$ cat config.mk
export PLATFORM = sky130hd
export DESIGN_NAME = timed_action_schedule_table
export DESIGN_NICKNAME = d
export VERILOG_FILES = /design/src/hdl/tast_pkg.sv /design/src/hdl/timed_action_schedule_table.sv /design/src/hdl/tast_ram.sv
export SDC_FILE = /design/constraint.sdc
export NUM_CORES = 1
export LEC_CHECK = 0
export BUFFER_PORTS_ARGS = -buffer_cell sky130_fd_sc_hd__buf_2
export CAP_MARGIN = 25
export CELL_PAD_IN_SITES_DETAIL_PLACEMENT = 1
export CELL_PAD_IN_SITES_GLOBAL_PLACEMENT = 1
export CORE_MARGIN = 4
export CORE_UTILIZATION = 50
export CTS_BUF_LIST = sky130_fd_sc_hd__clkbuf_4
export DETAILED_ROUTE_END_ITERATION = 6
export GPL_TIMING_DRIVEN = 0
export PLACE_DENSITY_LB_ADDON = 0.3
export SLEW_MARGIN = 20
export SYNTH_ARGS = -nofsm -noshare
export SYNTH_HDL_FRONTEND = slang
export SYNTH_SLANG_ARGS = --single-unit
$ cat constraint.sdc
create_clock -name aclk -period 4.7 [get_ports aclk]
set_input_delay 0.47 -clock aclk [delete_from_list [all_inputs] [get_ports aclk]]
set_output_delay 0.47 -clock aclk [all_outputs]
set_load 0.03 [all_outputs]
$ cat src/hdl/tast_pkg.sv
// Package for the timed action schedule table.
// Holds command codes, field widths, the stored entry layout, the result word
// and the sequencer state type. No dependencies.
`timescale 1ns / 1ps

package tast_pkg;

    localparam int SLOT_COUNT_DEF = 16;

    localparam int DEVICE_W = 8;
    localparam int HOUR_W   = 5;
    localparam int MINUTE_W = 6;
    localparam int ACTION_W = 8;
    localparam int SLOT_W   = 8;
    localparam int INDEX_W  = 6;
    localparam int COUNT_W  = 7;
    localparam int S_DATA_W = 40;
    localparam int M_DATA_W = 48;

    localparam logic [1:0] CMD_ADD   = 2'd0;
    localparam logic [1:0] CMD_DEL   = 2'd1;
    localparam logic [1:0] CMD_READ  = 2'd2;
    localparam logic [1:0] CMD_CHECK = 2'd3;

    localparam logic [ACTION_W-1:0] ACT_CLOSE = 8'd0;
    localparam logic [ACTION_W-1:0] ACT_OPEN  = 8'd1;

    typedef struct packed {
        logic [ACTION_W-1:0] action;
        logic [MINUTE_W-1:0] minute;
        logic [HOUR_W-1:0]   hour;
        logic [DEVICE_W-1:0] device;
    } entry_t;

    typedef struct packed {
        logic                last;
        logic [COUNT_W-1:0]  used_count;
        logic                move_up;
        logic                move_down;
        logic [ACTION_W-1:0] action_out;
        logic [MINUTE_W-1:0] minute_out;
        logic [HOUR_W-1:0]   hour_out;
        logic [DEVICE_W-1:0] device_out;
        logic [INDEX_W-1:0]  slot_index;
        logic                ok;
    } res_t;

    typedef enum logic [2:0] {
        ST_IDLE,
        ST_ADD,
        ST_DEL,
        ST_READ,
        ST_RDATA,
        ST_CHECK,
        ST_FLUSH
    } state_t;

endpackage

$ cat src/hdl/timed_action_schedule_table.sv
// Top level of the timed action schedule table.
// Depends on tast_pkg (types, codes, widths) and tast_ram (entry storage).
`timescale 1ns / 1ps

// Usage
// The input channel (s_) carries one command word: s_tuser holds the command
// (add, delete, read, check) and s_tdata the slot, device, hour, minute and
// action. The result channel (m_) returns result words; m_tlast marks the
// final word of a command. Add, delete and read give one word. Check gives
// one word per used slot whose hour and minute match, in rising slot order,
// or a single word with ok clear when nothing matches.
// Timing: a command is taken only while the sequencer is idle. Add searches
// for the lowest free slot one slot per cycle, and check reads the entry RAM
// one slot per cycle for a single comparator, unless a receiver stall holds
// the scan. The next command is taken in the cycle after the final word is
// loaded. A new command may be accepted while the previous final word still
// waits in the output register.
// Reset clears all used marks and the used count; entry contents are not
// cleared and need no clearing pass, since unused slot data is never output.
// When the receiver stalls, a check scan freezes as soon as a second match
// is waiting behind the output register, so no word is lost.

module timed_action_schedule_table
    import tast_pkg::*;
#(
    parameter int SLOT_COUNT = SLOT_COUNT_DEF
) (
    input  logic                aclk,
    input  logic                aresetn,
    // Input channel.
    input  logic                s_tvalid,
    output logic                s_tready,
    // s_tdata, from bit 0: slot[7:0], device[15:8], hour[20:16],
    // minute[26:21], action[34:27], zero padding.
    input  logic [S_DATA_W-1:0] s_tdata,
    // s_tuser: cmd[1:0].
    input  logic [1:0]          s_tuser,
    // Result channel.
    output logic                m_tvalid,
    input  logic                m_tready,
    // m_tdata, from bit 0: ok[0], slot_index[6:1], device_out[14:7],
    // hour_out[19:15], minute_out[25:20], action_out[33:26], move_down[34],
    // move_up[35], used_count[42:36], zero padding.
    output logic [M_DATA_W-1:0] m_tdata,
    output logic                m_tlast
);

    localparam int IW = (SLOT_COUNT > 1) ? $clog2(SLOT_COUNT) : 1;
    localparam logic [IW-1:0] LAST_IDX = IW'(SLOT_COUNT - 1);
    localparam logic [SLOT_W-1:0] SLOT_LIMIT = SLOT_W'(SLOT_COUNT);

    state_t state_reg, state_next;

    // Latched command payload.
    logic [SLOT_W-1:0]   slot_reg;
    logic [DEVICE_W-1:0] dev_reg;
    logic [HOUR_W-1:0]   hour_reg;
    logic [MINUTE_W-1:0] min_reg;
    logic [ACTION_W-1:0] act_reg;

    // Scan sequencer.
    logic [IW-1:0]         idx_reg;
    logic                  iss_done_reg;
    logic                  cmp_vld_reg;
    logic [IW-1:0]         cmp_idx_reg;

    // Table state kept in flip-flops.
    logic [SLOT_COUNT-1:0] mark_reg;
    logic [COUNT_W-1:0]    cnt_reg;

    // One-word holding stage so the last match can be flagged, then output.
    logic pend_vld_reg;
    res_t pend_reg;
    logic m_valid_reg;
    res_t m_res_reg;

    // Entry RAM.
    logic          ram_we;
    logic          ram_re;
    logic [IW-1:0] ram_raddr;
    entry_t        ram_wdata;
    entry_t        ram_rdata;

    logic accept;
    logic out_free;
    logic hit;
    logic stall;
    logic adv;
    logic free_hit;
    logic in_range;
    logic read_ok;
    logic m_load;
    res_t m_word;
    res_t match_word;
    res_t add_word;
    res_t del_word;
    res_t rd_word;

    tast_ram #(
        .WIDTH ($bits(entry_t)),
        .DEPTH (SLOT_COUNT)
    ) u_ram (
        .aclk  (aclk),
        .we    (ram_we),
        .waddr (idx_reg),
        .wdata (ram_wdata),
        .re    (ram_re),
        .raddr (ram_raddr),
        .rdata (ram_rdata)
    );

    assign accept    = s_tvalid && s_tready;
    assign out_free  = !m_valid_reg || m_tready;
    assign in_range  = slot_reg < SLOT_LIMIT;
    assign ram_wdata = '{action: act_reg, minute: min_reg, hour: hour_reg, device: dev_reg};

    // Next-state logic.
    always_comb begin
        state_next = state_reg;
        case (state_reg)
            ST_IDLE: begin
                if (accept) begin
                    case (s_tuser)
                        CMD_ADD:   state_next = ST_ADD;
                        CMD_DEL:   state_next = ST_DEL;
                        CMD_READ:  state_next = ST_READ;
                        CMD_CHECK: state_next = ST_CHECK;
                        default:   state_next = ST_IDLE;
                    endcase
                end
            end
            ST_ADD: begin
                if (free_hit || idx_reg == LAST_IDX) begin
                    state_next = ST_FLUSH;
                end
            end
            ST_DEL:   state_next = ST_FLUSH;
            ST_READ:  state_next = ST_RDATA;
            ST_RDATA: state_next = ST_FLUSH;
            ST_CHECK: begin
                if (iss_done_reg && !cmp_vld_reg) begin
                    state_next = ST_FLUSH;
                end
            end
            ST_FLUSH: begin
                if (out_free) begin
                    state_next = ST_IDLE;
                end
            end
            default: state_next = ST_IDLE;
        endcase
    end

    // Control outputs of the sequencer.
    always_comb begin
        s_tready  = 1'b0;
        hit       = 1'b0;
        stall     = 1'b0;
        adv       = 1'b0;
        free_hit  = 1'b0;
        read_ok   = 1'b0;
        ram_re    = 1'b0;
        ram_raddr = idx_reg;
        m_load    = 1'b0;
        case (state_reg)
            ST_IDLE: s_tready = 1'b1;
            ST_ADD:  free_hit = !mark_reg[idx_reg];
            ST_READ: begin
                ram_re    = 1'b1;
                ram_raddr = slot_reg[IW-1:0];
            end
            ST_RDATA: read_ok = in_range && mark_reg[slot_reg[IW-1:0]];
            ST_CHECK: begin
                hit    = cmp_vld_reg && mark_reg[cmp_idx_reg]
                         && ram_rdata.hour == hour_reg && ram_rdata.minute == min_reg;
                stall  = hit && pend_vld_reg && !out_free;
                adv    = !stall;
                ram_re = adv && !iss_done_reg;
                m_load = hit && pend_vld_reg && out_free;
            end
            ST_FLUSH: m_load = out_free;
            default: ;
        endcase
    end

    assign ram_we = free_hit;

    always_comb begin
        match_word            = '0;
        match_word.ok         = 1'b1;
        match_word.slot_index = INDEX_W'(cmp_idx_reg);
        match_word.device_out = ram_rdata.device;
        match_word.hour_out   = ram_rdata.hour;
        match_word.minute_out = ram_rdata.minute;
        match_word.action_out = ram_rdata.action;
        match_word.move_down  = ram_rdata.action == ACT_CLOSE;
        match_word.move_up    = ram_rdata.action == ACT_OPEN;
    end

    // Result words of add, delete and read, before the count is filled in.
    always_comb begin
        add_word            = '0;
        add_word.ok         = 1'b1;
        add_word.slot_index = INDEX_W'(idx_reg);
        del_word            = '0;
        del_word.ok         = 1'b1;
        del_word.slot_index = slot_reg[INDEX_W-1:0];
        rd_word             = del_word;
        rd_word.device_out  = ram_rdata.device;
        rd_word.hour_out    = ram_rdata.hour;
        rd_word.minute_out  = ram_rdata.minute;
        rd_word.action_out  = ram_rdata.action;
    end

    // Word handed to the output register: the held word, or an empty final
    // word when a check found nothing (or an add, delete or read failed).
    always_comb begin
        m_word = pend_vld_reg ? pend_reg : '0;
        m_word.used_count = cnt_reg;
        m_word.last       = (state_reg == ST_FLUSH);
    end

    always_ff @(posedge aclk) begin
        if (!aresetn) begin
            state_reg    <= ST_IDLE;
            mark_reg     <= '0;
            cnt_reg      <= '0;
            iss_done_reg <= 1'b0;
            cmp_vld_reg  <= 1'b0;
            pend_vld_reg <= 1'b0;
            m_valid_reg  <= 1'b0;
        end else begin
            state_reg <= state_next;

            if (accept) begin
                slot_reg     <= s_tdata[7:0];
                dev_reg      <= s_tdata[15:8];
                hour_reg     <= s_tdata[20:16];
                min_reg      <= s_tdata[26:21];
                act_reg      <= s_tdata[34:27];
                idx_reg      <= '0;
                iss_done_reg <= 1'b0;
                cmp_vld_reg  <= 1'b0;
                pend_vld_reg <= 1'b0;
            end

            case (state_reg)
                ST_ADD: begin
                    if (free_hit) begin
                        mark_reg[idx_reg] <= 1'b1;
                        cnt_reg           <= cnt_reg + 1'b1;
                        pend_reg          <= add_word;
                        pend_vld_reg      <= 1'b1;
                    end else if (idx_reg != LAST_IDX) begin
                        idx_reg <= idx_reg + 1'b1;
                    end
                end
                ST_DEL: begin
                    if (in_range) begin
                        if (mark_reg[slot_reg[IW-1:0]]) begin
                            cnt_reg <= cnt_reg - 1'b1;
                        end
                        mark_reg[slot_reg[IW-1:0]] <= 1'b0;
                    end
                    pend_reg     <= del_word;
                    pend_vld_reg <= in_range;
                end
                ST_RDATA: begin
                    pend_reg     <= rd_word;
                    pend_vld_reg <= read_ok;
                end
                ST_CHECK: begin
                    if (adv) begin
                        if (!iss_done_reg) begin
                            cmp_vld_reg <= 1'b1;
                            cmp_idx_reg <= idx_reg;
                            if (idx_reg == LAST_IDX) begin
                                iss_done_reg <= 1'b1;
                            end else begin
                                idx_reg <= idx_reg + 1'b1;
                            end
                        end else begin
                            cmp_vld_reg <= 1'b0;
                        end
                        if (hit) begin
                            pend_reg     <= match_word;
                            pend_vld_reg <= 1'b1;
                        end
                    end
                end
                ST_FLUSH: begin
                    if (out_free) begin
                        pend_vld_reg <= 1'b0;
                    end
                end
                default: ;
            endcase

            if (m_load) begin
                m_valid_reg <= 1'b1;
                m_res_reg   <= m_word;
            end else if (m_tready) begin
                m_valid_reg <= 1'b0;
            end
        end
    end

    assign m_tvalid = m_valid_reg;
    assign m_tlast  = m_res_reg.last;
    assign m_tdata  = {5'd0,
                       m_res_reg.used_count,
                       m_res_reg.move_up,
                       m_res_reg.move_down,
                       m_res_reg.action_out,
                       m_res_reg.minute_out,
                       m_res_reg.hour_out,
                       m_res_reg.device_out,
                       m_res_reg.slot_index,
                       m_res_reg.ok};

    // The running count always agrees with the used marks.
    a_count_matches: assert property (@(posedge aclk) disable iff (!aresetn)
        32'(cnt_reg) == $countones(mark_reg))
        else $error("used count differs from the number of used marks");

    // A new word never overwrites one that the receiver has not taken.
    a_no_overwrite: assert property (@(posedge aclk) disable iff (!aresetn)
        m_load |-> out_free)
        else $error("output word overwritten before it was taken");

    // Leaving the flush step always presents a final word.
    a_flush_final: assert property (@(posedge aclk) disable iff (!aresetn)
        (state_reg == ST_FLUSH && out_free) |=> (m_tvalid && m_tlast))
        else $error("command ended without a final word");

    // A check scan leaves the used count untouched.
    a_check_count: assert property (@(posedge aclk) disable iff (!aresetn)
        (state_reg == ST_CHECK) |=> $stable(cnt_reg))
        else $error("used count changed during a check scan");

endmodule

$ cat src/hdl/tast_ram.sv
// Generic single-write, single-read RAM with a registered read port.
// The read data holds while the read enable is low. No dependencies.
`timescale 1ns / 1ps

module tast_ram #(
    parameter int WIDTH = 8,
    parameter int DEPTH = 16
) (
    input  logic                                   aclk,
    input  logic                                   we,
    input  logic [((DEPTH > 1) ? $clog2(DEPTH) : 1)-1:0] waddr,
    input  logic [WIDTH-1:0]                       wdata,
    input  logic                                   re,
    input  logic [((DEPTH > 1) ? $clog2(DEPTH) : 1)-1:0] raddr,
    output logic [WIDTH-1:0]                       rdata
);

    logic [WIDTH-1:0] mem_reg [DEPTH];
    logic [WIDTH-1:0] rdata_reg;

    always_ff @(posedge aclk) begin
        if (we) begin
            mem_reg[waddr] <= wdata;
        end
        if (re) begin
            rdata_reg <= mem_reg[raddr];
        end
    end

    assign rdata = rdata_reg;

endmodule
Word-level counts from Yosys, hierarchy flattened
Memories as Yosys holds them, arrays and structs flattened. A register that Yosys moved wholly into a read port is not among the register bits.
Index checks and enable logic that the tools add are counted.
{"block": "word_totals", "ram_bits": 432, "inputBits": 46, "reg_bits": 153, "n_memories": 1, "out_inout_bits": 51}
{"memory": "u_ram.mem_reg", "depth": 16, "word_bits": 27, "read_ports": 1, "rd_ports_with_merged_regs": 1, "write_ports": 1, "line": "tast_ram.sv:18", "rtl": "logic [WIDTH-1:0] mem_reg [DEPTH];"}
{"block": "classes", "eq_ne": 23, "n_reduce_logical": 34, "muxes": 60, "n_lt_le_gt_ge": 6, "n_addsub": 3, "n_bitwise": 4}
{"operator": "one-hot mux 36 bit (4 select lines)", "count": 1}
{"operator": "2-to-1 mux 36 bit", "count": 3}
{"operator": "2-to-1 mux 16 bit", "count": 2}
{"operator": "one-hot mux 16 bit (2 select lines)", "count": 1}
{"operator": "2-to-1 mux 4 bit", "count": 7}
{"operator": "2-to-1 mux 1 bit", "count": 27}
{"operator": "2-to-1 mux 7 bit", "count": 3}
{"operator": "!= test 2 bit, second input constant", "count": 9}
{"operator": "one-hot mux 3 bit (6 select lines)", "count": 1}
{"operator": "bitwise AND 16 bit", "count": 1}
{"operator": "NOT 16 bit", "count": 1}
{"operator": "OR 16 bit", "count": 1}
{"operator": "< comparator 4 x 5 -> 1 bit, second input constant", "count": 3}
{"operator": "one-hot mux 7 bit (2 select lines)", "count": 1}
{"operator": "binary-select mux 1 bit (select 4 bit)", "count": 3}
{"operator": "logical AND 1 bit", "count": 12}
{"operator": "2-to-1 mux 3 bit", "count": 4}
{"operator": "one-hot mux 3 bit (4 select lines)", "count": 1}
{"operator": "AND reduction 4 bit", "count": 3}
{"operator": "equality test 3 bit, second input constant", "count": 3}
{"operator": "demux 1 bit (select 4 bit)", "count": 2}
{"operator": "equality test 8 x 1 -> 1 bit, second input constant", "count": 1}
{"operator": ">= comparator 4 x 1 -> 1 bit, second input constant", "count": 2}
{"operator": "logical NOT 8 bit", "count": 1}
{"operator": "other kinds (26)", "count": 37}

Longest topological paths before layout
Gate-level depths: netlist of run 1.
{"block": "logic_depth", "ltp_word": 11, "depth_mapped": 11, "depth_no_buf": 10}

Hierarchy
A second synthesis of run 1 with hierarchy kept.
{"block": "unflattened", "cells_unflattened": 1271, "area_unflattened_um2": 24149.4}
{"mod": "tast_ram", "area_per_inst_um2": 17164.0, "instances": 1, "seq_area_each_um2": 13783.2, "cells_per_inst": 710}
{"mod": "timed_action_schedule_table", "area_per_inst_um2": 6985.4, "instances": 1, "seq_area_each_um2": 4264.1, "cells_per_inst": 561}

Worst setup path before layout of run 1
OpenSTA, ideal clock, no wires.
{"block": "synth_timing", "kind": "flip-flop to flip-flop", "startpoint": "register cmp_idx_reg[0]", "endpoint": "register u_ram.rdata_reg[0], in the netlist u_ram.rdata[0], read port of u_ram.mem_reg, enable pin", "period_less_slack_ns": 3.993, "path_stages_with_launch": 7, "path_buffers": 1, "t_arrival_ns": 3.544, "path_slack_ns": 0.707, "setup_time_ns": 0.449, "path_cell_list": "edfxtp_1 buf_2 mux4_2 mux2_2 mux2i_4 o31ai_1 o21ai_0"}
{"block": "synth_between", "elab_chain_len": 10}
{"item": "start, declared", "line": "timed_action_schedule_table.sv:65", "rtl": "logic [IW-1:0] cmp_idx_reg;"}
{"item": "start signal, assigned", "line": "timed_action_schedule_table.sv:276", "rtl": "cmp_idx_reg <= idx_reg;"}
{"item": "binary-select mux 1 bit (select 4 bit)", "line": "timed_action_schedule_table.sv:174", "rtl": "hit = cmp_vld_reg && mark_reg[cmp_idx_reg]"}
{"item": "2-to-1 mux 1 bit (implied by the code)", "line": "timed_action_schedule_table.sv:174"}
{"item": "logical AND 1 bit", "line": "timed_action_schedule_table.sv:174"}
{"item": "logical AND 1 bit (2 in a row)", "line": "timed_action_schedule_table.sv:175", "rtl": "&& ram_rdata.hour == hour_reg && ram_rdata.minute == min_reg;"}
{"item": "logical AND 1 bit (2 in a row)", "line": "timed_action_schedule_table.sv:176", "rtl": "stall = hit && pend_vld_reg && !out_free;"}
{"item": "logical NOT 1 bit", "line": "timed_action_schedule_table.sv:177", "rtl": "adv = !stall;"}
{"item": "logical AND 1 bit", "line": "timed_action_schedule_table.sv:178", "rtl": "ram_re = adv && !iss_done_reg;"}
{"item": "one-hot mux 1 bit (2 select lines)", "line": "timed_action_schedule_table.sv:165", "rtl": "case (state_reg)"}
{"item": "via ram_re", "line": "timed_action_schedule_table.sv:79", "rtl": "logic ram_re;"}
{"item": "end, declared", "line": "tast_ram.sv:19", "rtl": "logic [WIDTH-1:0] rdata_reg;"}
The timed path passes the listed nets, and every way through them passes these cells. The select of a mux whose other input is x is not followed.
A chain may end at the register's enable or synchronous reset.

Final worst setup path of run 1
{"block": "layout_timing", "startpoint": "register state_reg[2]", "endpoint": "register u_ram.rdata_reg[2], in the netlist u_ram.rdata[2], read port of u_ram.mem_reg, data pin"}
{"block": "layout_between", "elab_chain_len": 2}
{"item": "start, declared", "line": "timed_action_schedule_table.sv:52", "rtl": "state_t state_reg, state_next;"}
{"item": "start signal, assigned", "line": "timed_action_schedule_table.sv:233", "rtl": "state_reg <= state_next;"}
{"item": "equality test 3 bit or equality test 3 x 2 -> 1 bit (tied branches)", "line": "timed_action_schedule_table.sv:165"}
{"item": "one-hot mux 1 bit (2 select lines) or 2-to-1 mux 4 bit (tied branches)", "line": "timed_action_schedule_table.sv:165"}
Parallel ways exist; a longest one is shown, timed or not.

==> key figures, run 1 <==
Timing
  • Max-slew headroom: 36.88%
  • RSZ-0062 raised after global routing: false
  • # setup viols final: 0
  • Minimum hold slack: 0.1815 ns
  • Final hold violation count: 0
  • Fmax: 291.4 MHz
  • Fin crit period: 3.432 ns
  • Worst-margin pin slew: 0.9285 ns
  • Final Max Tran Viols: 0
  • Total negative slack: 0 ns
  • Crit share post-route: 73.02%
  • Clock Skews: 0.06904 ns

Placed design
  • HPWL after DPL: 38,990 um
  • Placed Area: 0.02604 mm2
  • PortBufs: 86
  • Gpl congestion: 0.8501

Floorplan
  • Total core area: 0.04785 mm2
  • Site row count: 80
  • Die ar.: 0.05219 mm2
  • Die height: 228.4 um
  • Die Wd: 228.4 um
  • Io pins: 97
  • Initial Util: 50.78%

Critical path
  • Worst R2R Path Depth: 9
  • Worst path required time: 5.30 ns
  • Critical R2R Capture: u_ram.rdata[2]$_DFFE_PP_
  • Crit Path Max Fanout: 10
  • CP Launch Type: flip-flop
  • Critical path arrival: 4.03 ns
  • Setup CP Type: reg2reg
  • Crit path launch: state_reg[2]$_SDFFE_PN0P_
  • Critical path capture point type: flip-flop
  • FF-to-FF setup slack: 1.27 ns
  • R2r startpoint: state_reg[2]$_SDFFE_PN0P_

Cells and area
  • Final nets: 1,642
  • Largest register FFs: 432
  • Layout cell share with drive strength beyond 1: 32.92%
  • Filler Cells Inserted: 4,288
  • Most frequent cells in the layout: edfxtp_1 (581), clkbuf_4 (227), mux4_2 (118), buf_2 (101), and2_1 (95)
  • Most common cell after layout, fill and taps aside: edfxtp_1
  • P&R area growth vs syn: 17.63%
  • Finished Cell Area: 0.02858 mm2

Power and ir drop
  • Maximum vdd drop: 0.0002371 V
  • Leakage power: 9.710 nW
  • PD cells: 551.4 mW/mm2

Run
  • Max-cap check violation count: 0

Drt
  • WL per Instance: 25.66 um
  • Post-route antenna net violation count: 0
  • DR vias: 13,270
  • Detailed Route Iter0 Violations: 1,217
  • First-pass DRT Iterations: 5
  • DR DRC count: 0
  • Total wire length: 59,530 um
  • Vias per cell: 5.719

Worst hold path
  • Worst hold path stage count: 2
  • Hold path startpoint: s_tdata[9]
  • Worst Hold Class: in2reg
  • Min-Delay Endpoint: dev_reg[1]$_DFFE_PP_

CTS
  • TritonCTS Buffers: 159
  • Clk buf depth: 3
  • Root buffer cell: clkbuf_4
  • Clk_lat worst skew: 1.00 ns
  • CTS tree: yes
  • Setup bufs post-CTS: 0
  • CTS H-tree depth: 4
  • Sink Count: 611
  • Clock slew seen by the registers of the worst setup and hold paths: 0.06 ns

Global routing
  • Antenna violations before repair: 4
  • Largest net degree at the start of global routing: 36
  • GR Util met2: 38.37%
  • Total global-route track usage: 23.43%
  • First-pass GRT wire length: 91,070 um
  • GR Util met1: 29.33%
  • Vias in the first global route: 14,820
  • Overflow after GRT: 0
  • GR Util met3: 7.814%
  • Busiest grt layer: met2

Synth
  • Post-synthesis sequential area ratio: 74.27%
  • Synth Area in Simple Gates: 5.927%
  • Xor and xnor area share after synthesis: 0.6128%
  • Post-synth ARST share: 0%
  • Multiplexer area fraction after synthesis: 12.33%
  • Syn avg cell area: 19.10 um2
  • Largest family of logic cells by synthesized area: multiplexers
  • Post-Syn Instances: 1,272
  • Post-synthesis instance area: 0.02430 mm2
  • Main synth FF type: edfxtp_1
  • Library cells used by synthesis: 67
  • Post-synth EDFFs: 581
  • Adder-cell share of the synthesized area: 0.6488%
  • Synth Area in Compound Gates: 4.027%
  • Synth warn: 0
  • Number of synthesized register bits: 611

Run status
  • Status: finished, final reports clean
power by group:
group | switching, mW | leakage, nW | internal [mW]
Sequential | 0.276 | 5.51 | 6.63
Combinational | 2.39 | 2.97 | 1.66
Clock | 2.19 | 1.22 | 2.61
critical path: stages (launching register included):
cell and delay, ns:
dfxtp_1 0.31, buf_4 0.15, nand3b_4 0.14, buf_6 0.17, mux2i_4 0.59, clkbuf_1 0.66, mux4_2 0.43, and2_1 0.18
a211oi_1 0.27, a31oi_1 0.18
what timing repair did:
| action | CTS | global route |
|---|---|---|
| hold endpoints to repair | 47 | 0 |
| endpoints found under the setup margin | 0 | 0 |
| resized for setup | 0 | 0 |
| hold buffers | 42 | 0 |
cells in the mapped netlist (5+ instances only):
cell type,n,area share [%]
nor2_1,19,0.29
inv_1,14,0.22
xnor2_1,16,0.58
ha_1,11,0.57
buf_4,8,0.25
buf_2,14,0.29
nand2b_1,5,0.13
and2_1,108,2.8
buf_12,6,0.49
a31oi_1,28,0.72
a211oi_1,27,0.83
nor2b_1,8,0.21
o21ai_0,12,0.25
dfxtp_1,30,2.5
buf_6,5,0.23
a21oi_1,8,0.16
nor3_1,9,0.19
mux2i_1,11,0.45
mux4_2,118,11
clkbuf_1,36,0.56
o221a_2,6,0.28
nand2_1,84,1.3
o21a_1,19,0.59
mux2_2,9,0.42
edfxtp_1,581,72
cells by family after synthesis:
| group | count (synthesis) |
|---|---|
| buffers and inverters | 86 |
| adders and majority gates | 12 |
| DFF | 611 |
| xor gates and xnor gates | 17 |
| and+or+nand+nor | 268 |
| muxes | 145 |
| other | 1 |
| AOI/OAI and AO/OA | 132 |
layout make-up:
| class | instances | area (um2) | area share (%) |
|---|---|---|---|
| diodes | 4 | 10.01 | 0.03502 |
| plain buffers | 71 | 469.2 | 1.642 |
| clock buffers | 227 | 1704 | 5.962 |
| clock inverters | 51 | 411.6 | 1.440 |
| inverters | 15 | 56.30 | 0.1970 |
| multi-input cells | 579 | 5799 | 20.29 |
| flip-flops and latches | 611 | 18050 | 63.14 |
| well taps | 615 | 769.5 | 2.692 |
| repair buffers | 147 | 1314 | 4.597 |
worst max-delay path by stage:
| stage | endpoint | slack [ns] |
|---|---|---|
| 2_1_floorplan | u_ram.rdata[0]$_DFFE_PP_ | 0.71 |
| 6_report | u_ram.rdata[2]$_DFFE_PP_ | 1.27 |
| 3_5_place_dp | u_ram.rdata[20]$_DFFE_PP_ | 1.30 |
| 5_1_grt | u_ram.rdata[14]$_DFFE_PP_ | 1.18 |
| 3_3_place_gp | u_ram.mem_reg[15][6]$_DFFE_PP_ | -0.43 |
| 4_1_cts | u_ram.rdata[7]$_DFFE_PP_ | 1.31 |
stage by stage:
step / total power [mW] / utilization (%) / instances / setup slack, ns
floorplan: 9.621 / - / 1276 / 0.7069
global placement: 10.80 / 53.32 / 1977 / -0.4337
detailed placement: 11.04 / 54.41 / 1996 / 1.295
CTS: 15.92 / 59.71 / 2316 / 1.311
global route: 16.58 / 59.73 / 2319 / 1.183
finish: 15.76 / 59.74 / 2320 / 1.268
per-layer routing:
| layer | vias up | part of all wire [%] |
|---|---|---|
| met5 | - | 0 |
| met4 | 0 | 2.7 |
| met3 | 128 | 8.0 |
| met2 | 538 | 50 |
| met1 | 6801 | 39 |
| li1 | 5801 | - |
(Power assumes the default switching activity.)
==> inputs of run 2 (changes only) <==
--- a/config.mk
+++ b/config.mk
@@ -5,12 +5,13 @@
 export SDC_FILE = /design/constraint.sdc
 export NUM_CORES = 1
 export LEC_CHECK = 0
+export ABC_AREA = 1
 export BUFFER_PORTS_ARGS = -buffer_cell sky130_fd_sc_hd__buf_2
 export CAP_MARGIN = 25
 export CELL_PAD_IN_SITES_DETAIL_PLACEMENT = 1
 export CELL_PAD_IN_SITES_GLOBAL_PLACEMENT = 1
 export CORE_MARGIN = 4
-export CORE_UTILIZATION = 50
+export CORE_UTILIZATION = 47
 export CTS_BUF_LIST = sky130_fd_sc_hd__clkbuf_4
 export DETAILED_ROUTE_END_ITERATION = 6
 export GPL_TIMING_DRIVEN = 0
==> constraint.sdc (replaced) <==
create_clock -name aclk -period 3 [get_ports aclk]
set_input_delay 0.3 -clock aclk [delete_from_list [all_inputs] [get_ports aclk]]
set_output_delay 0.3 -clock aclk [all_outputs]
set_load 0.03 [all_outputs]
==> run 2 against run 1 <==
- the run now ends with negative setup slack left
- design area grew 5.7%
- non-clock buffer count is 160 higher
- utilization shrank 2.2 points
- clock power is 56% higher
- synthesized cell count increased by 60%
- fmax rose by 12%
- worst setup slack worse by 1.3 ns
- register-to-register slack got worse by 1.3 ns
- via count increased by 47%
==> key figures, run 2 <==
Critical path
  • FF-to-FF setup slack: -0.06 ns
  • R2r startpoint: state_reg[1]$_SDFFE_PN0P_
  • Crit path cell chain: buf_2 > nand3_4 > o21ai_4 > inv_2 > buf_4 > buf_2 > o21ai_0 > o221ai_1 > nand3_1 > nand2_1
  • Critical path capture point type: flip-flop
  • Crit path launch: state_reg[1]$_SDFFE_PN0P_
  • Levels on crit path: 10
  • CP Buf/Inv Count: 4
  • Critical path arrival: 3.75 ns
  • Worst setup path end: u_ram.rdata[1]$_DFFE_PP_
  • Worst path required time: 3.69 ns
  • Crit Path Max Fanout: 10
  • Most used cell, CP: buf_2
  • Worst R2R Path Depth: 10
  • Critical-path top delay cell: o21ai_4
  • Setup CP Type: reg2reg
  • Top delay family on crit path: compound AO/OA/AOI/OAI gates
  • CP Launch Type: flip-flop
  • Slowest stage delay, CP: 0.51 ns
  • Critical R2R Capture: u_ram.rdata[1]$_DFFE_PP_

CTS
  • CTS tree: yes
  • Clk buf depth: 3
  • TritonCTS Buffers: 162
  • Sink Count: 611
  • CTS H-tree depth: 4
  • Clk_lat worst skew: 1.04 ns
  • Clock slew seen by the registers of the worst setup and hold paths: 0.07 ns
  • Root buffer cell: clkbuf_4

Cells and area
  • Most frequent cells in the layout: edfxtp_1 (581), nor2_1 (308), o21ai_0 (276), nand2_1 (246), clkbuf_4 (233)
  • Largest register FFs: 432
  • Layout cell share with drive strength beyond 1: 21.35%
  • P&R area growth vs syn: 21.44%
  • Core Util, Final: 57.58%
  • Filler Cells Inserted: 5,484
  • Most common cell after layout, fill and taps aside: edfxtp_1
  • Final nets: 2,533

Run status
  • Status: finished, violations left
  • Violated checks: negative setup slack

Power and ir drop
  • Sw power: 11.43 mW
  • PD cells: 932.9 mW/mm2
  • Switch share: 40.58%
  • Maximum vdd drop: 0.0005289 V
  • Int Pwr: 16.74 mW
  • Final Total Pwr: 28.17 mW
  • Gate power share: 35.1%
  • Leakage power: 11.30 nW
  • Clock power share: 26.5%
  • Reg power frac: 38.4%

Drt
  • Post-route antenna net violation count: 0
  • Total wire length: 85,730 um
  • DR DRC count: 0
  • WL per Instance: 26.15 um
  • First-pass DRT Iterations: 6
  • Vias per cell: 5.970
  • Detailed Route Iter0 Violations: 2,507
  • DR vias: 19,570

Floorplan
  • Die ar.: 0.05666 mm2
  • Site row count: 84
  • Die Wd: 238.0 um
  • Die height: 238.0 um
  • Initial Util: 47.42%
  • Io pins: 97
  • Total core area: 0.05245 mm2

Synth
  • Count leader, synth: edfxtp_1
  • Synth warn: 0
  • Library cells used by synthesis: 39
  • Syn avg cell area: 12.19 um2
  • Number of synthesized register bits: 611
  • Share of the synthesized area in the top cell type: 70.15%
  • Post-synthesis sequential area ratio: 72.57%
  • Synth area leader: edfxtp_1
  • Post-Syn Instances: 2,040
  • Commonest cells in the netlist: edfxtp_1 (581), nor2_1 (312), o21ai_0 (276)
  • Post-synth ARST share: 0%
  • Post-synth EDFFs: 581
  • Main synth FF type: edfxtp_1
  • Area contributors post-synth: edfxtp_1 (70%), o21ai_0 (5.6%), nor2_1 (4.7%)
  • Post-synthesis instance area: 0.02487 mm2

Global routing
  • Busiest grt layer: met2
  • Largest net degree at the start of global routing: 36
  • Total global-route track usage: 29.88%
  • Antenna violations before repair: 5
  • Overflow after GRT: 0
  • Vias in the first global route: 20,490
  • First-pass GRT wire length: 125,900 um
  • GR Util met3: 7.790%
  • GR Util met2: 49.01%
  • GR Util met1: 37.71%

Timing
  • Crit share post-route: 102.0%
  • Max-slew headroom: 33.04%
  • RSZ-0062 raised after global routing: true
  • Clock Skews: 0.07299 ns
  • Worst-margin pin slew: 1.004 ns
  • Total negative slack: -0.2747 ns
  • # setup viols final: 11
  • Final Max Tran Viols: 0
  • Final hold violation count: 0
  • Fin crit period: 3.060 ns
  • Setup slack after layout: -0.05996 ns
  • Fmax: 326.8 MHz

Placed design
  • HPWL after DPL: 55,820 um
  • PortBufs: 86
  • Gpl congestion: 0.8986

Run
  • Max-cap check violation count: 0

Worst hold path
  • Worst Hold Class: in2reg
  • Hold path startpoint: aresetn
run 2: logic make-up (layout without fill, tap and decap cells):
group,count (synthesis),after routing,share of synthesized area (%)
buf+inv,264,805,4.347
simple gates,674,674,10.95
xor+xnor,9,9,0.3169
compound gates,469,469,11.16
fa+ha+maj,12,12,0.6339
flops,611,611,72.57
other cells,1,10,0.01508
run 2: worst min-delay path by stage:
stage / to / cells after the start
after floorplan: act_reg[0]$_DFFE_PP_ / 0
after global placement: cmp_idx_reg[3]$_DFFE_PP_ / 0
after detailed placement: cmp_idx_reg[3]$_DFFE_PP_ / 0
after CTS: idx_reg[0]$_DFFE_PP_ / 2
after global routing: idx_reg[0]$_DFFE_PP_ / 2
final: idx_reg[0]$_DFFE_PP_ / 2
run 2: layout make-up:
class | instances | area [um2] | area share, %
Inverter | 153 | 579.3 | 1.918
Buffer | 111 | 544.3 | 1.802
Clock buffer | 232 | 1742 | 5.767
Tap cell | 688 | 860.8 | 2.850
Timing Repair Buffer | 267 | 2117 | 7.010
Multi-Input combinational cell | 1169 | 5989 | 19.83
Antenna cell | 5 | 12.51 | 0.04143
Clock inverter | 42 | 307.8 | 1.019
Sequential cell | 611 | 18050 | 59.76
run 2: timing repair:
item | CTS | global route
endpoints found under the hold margin | 76 | 0
hold buffers | 77 | 0
gates resized for setup | 21 | 44
buffers inserted | 36 | 4
pin swaps | 10 | 0
endpoints found under the setup margin | 492 | 375
run 2: routing by layer:
metal | share of wire [%] | vias up
li1 | - | 8299
met1 | 37 | 9739
met2 | 48 | 1257
met3 | 11 | 272
met4 | 4.2 | 2
met5 | 0.015 | -
run 2: per-stage QoR:
step / cell area (um2) / worst slack (ns) / hold slack (ns) / cells
floorplan: 24890 / -0.8067 / 0.3989 / 2044
global placement: 26190 / -3.868 / 0.4313 / 2818
detailed placement: 26860 / -0.7266 / 0.4447 / 2882
CTS: 30050 / -0.09117 / 0.2118 / 3269
global route: 30200 / -0.06375 / 0.2178 / 3278
finish: 30200 / -0.05996 / 0.2689 / 3278
run 2: power groups by stage:
stage	registers, mW	clock network, mW	logic (mW)
after floorplan	11.0	0	4.99
after global placement	11.1	0	8.40
after detailed placement	11.1	0	8.97
after CTS	10.8	7.51	9.35
after global routing	10.9	8.06	10.4
final	10.8	7.48	9.88
==> inputs of run 3 (changes only) <==
--- a/config.mk
+++ b/config.mk
@@ -16,6 +16,7 @@
 export DETAILED_ROUTE_END_ITERATION = 6
 export GPL_TIMING_DRIVEN = 0
 export PLACE_DENSITY_LB_ADDON = 0.3
+export SETUP_SLACK_MARGIN = 0.05
 export SLEW_MARGIN = 20
 export SYNTH_ARGS = -nofsm -noshare
 export SYNTH_HDL_FRONTEND = slang
==> run 3 against run 2 <==
- the flow now finishes without violations
- non-clock buffer count fell by 13
- sequential share of layout area down 0.11 points
- flip-flop and latch count unchanged
- utilization rose by 0.11 points
- power down 0.95%
- critical endpoint is now u_ram.mem_reg[11][2]$_DFFE_PP_
- largest cell class unchanged
- largest power group unchanged
==> key figures, run 3 (same netlist as run 2, synthesis figures left out) <==
Run status
  • Status: finished, final reports clean

Drt
  • First-pass DRT Iterations: 5
  • DR DRC count: 0
  • Detailed Route Iter0 Violations: 2,224
  • Post-route antenna net violation count: 0
  • DR vias: 19,250
  • Vias per cell: 5.896
  • WL per Instance: 26.01 um
  • Total wire length: 84,930 um

Critical path
  • Critical path arrival: 3.59 ns
  • Crit Path Max Fanout: 10
  • Setup CP Type: reg2reg
  • FF-to-FF setup slack: 0.08 ns
  • CP Launch Type: flip-flop
  • Worst path required time: 3.68 ns
  • Worst R2R Path Depth: 13
  • Critical path capture point type: flip-flop

Cells and area
  • P&R area growth vs syn: 21.66%
  • Final nets: 2,516
  • Most common cell after layout, fill and taps aside: edfxtp_1
  • Layout cell share with drive strength beyond 1: 20.82%
  • FF/Latch Area: 0.01805 mm2
  • Finished Cell Area: 0.03026 mm2
  • Final non-filler cell total: 3,265
  • Largest register FFs: 432
  • Multi-input logic area: 0.005992 mm2
  • Filler Cells Inserted: 5,442
  • Most frequent cells in the layout: edfxtp_1 (581), nor2_1 (309), o21ai_0 (276), nand2_1 (244), clkbuf_4 (232)

Worst hold path
  • Worst Hold Class: in2reg
  • Worst hold path stage count: 2

Global routing
  • Largest net degree at the start of global routing: 36
  • Antenna violations before repair: 4
  • First-pass GRT wire length: 124,600 um
  • Overflow after GRT: 0
  • Vias in the first global route: 20,150
  • Total global-route track usage: 29.71%

Floorplan
  • Die height: 238.0 um
  • Site row count: 84
  • Initial Util: 47.42%
  • Io pins: 97
  • Die Wd: 238.0 um
  • Total core area: 0.05245 mm2
  • Die ar.: 0.05666 mm2

Timing
  • Fin crit period: 2.918 ns
  • Final hold violation count: 0
  • Fmax: 342.7 MHz
  • # setup viols final: 0
  • Final Max Tran Viols: 0
  • Setup slack after layout: 0.08227 ns
  • RSZ-0062 raised after global routing: false
  • Worst-margin pin slew: 1.108 ns
  • Crit share post-route: 97.26%
  • Total negative slack: 0 ns
  • Clock Skews: 0.07665 ns
  • Max-slew headroom: 26.11%

CTS
  • TritonCTS Buffers: 158
  • Clk buf depth: 3
  • Clk_lat worst skew: 1.02 ns
  • Root buffer cell: clkbuf_4
  • CTS H-tree depth: 4
  • Sink Count: 611
  • CTS tree: yes
  • Clock slew seen by the registers of the worst setup and hold paths: 0.06 ns

Placed design
  • Placed Area: 0.02702 mm2
  • Gpl congestion: 0.8709
  • PortBufs: 86
  • Post-Place Cells: 2,871
  • Dpl ws: -0.9564 ns
  • HPWL after DPL: 56,500 um

Power and ir drop
  • Maximum vdd drop: 0.0004544 V
  • Leakage power: 11.26 nW
  • PD cells: 922.3 mW/mm2

Run
  • Max-cap check violation count: 0
[run 3: cell count changes in the layout (fill, tap and decap cells not counted), moves of 3 or more]
cell      change
buf_4        -31
buf_2         -6
buf_8        +22
clkinv_1     +10
nand2_2       +3
buf_6         -7
clkbuf_1      -3
buf_12        +3
[run 3: timing repair]
action                                  CTS  global route
pin swaps                                 9             3
gates resized for setup                  19            50
buffers inserted                         29            11
hold buffers                             76             0
endpoints found under the setup margin  501           273
endpoints found under the hold margin    77             0
[run 3: power by group]
part	switching, mW	internal (mW)
logic	7.45	2.47
clock network	3.51	3.64
registers	0.392	10.4
[run 3: area by class of cell]
cell class	count	share of cell area (%)
flip-flops and latches	611	59.65
multi-input cells	1169	19.80
repair buffers	255	7.406
clock buffers	225	5.583
well taps	688	2.845
inverters	153	1.911
plain buffers	110	1.844
clock inverters	51	0.9346
diodes	3	0.02481
[run 3: worst max-delay path: stages, from the launching register on]
cell      delay [ns]
edfxtp_1        0.45
clkbuf_4        0.27
inv_1           0.17
nand3_1         0.14
nand2_1         0.07
nand2_1         0.06
nand2_1         0.11
nor2_4          0.20
nand2_4         0.20
buf_8           0.25
nor3_4          0.16
buf_4           0.19
buf_8           0.17
buf_8           0.17
[run 3: metal layers]
layer,vias up,global-route usage (%),routed length [um]
li1,8254,-,-
met1,9592,36.81,31380
met2,1175,49.25,41490
met3,229,8.322,8890
met4,2,12.95,3162
met5,-,0,13
[run 3: final timing paths]
path / startpoint / end
hold / removal: s_tdata[26] / min_reg[5]$_DFFE_PP_
setup reg to reg: idx_reg[1]$_DFFE_PP_ / u_ram.mem_reg[11][2]$_DFFE_PP_
setup / recovery: idx_reg[1]$_DFFE_PP_ / u_ram.mem_reg[11][2]$_DFFE_PP_
hold reg to reg: cnt_reg[5]$_SDFFE_PN0P_ / m_tdata[41]$_DFFE_PP_
[run 3: metrics by stage]
| stage | total power, mW | hold WS (ns) | utilization (%) |
|---|---|---|---|
| floorplan | 16.04 | 0.3989 | - |
| global placement | 19.54 | 0.4306 | 50.13 |
| detailed placement | 20.20 | 0.4433 | 51.51 |
| CTS | 27.54 | 0.0007147 | 57.31 |
| global route | 29.18 | 0.01974 | 57.69 |
| finish | 27.91 | 0.1216 | 57.69 |
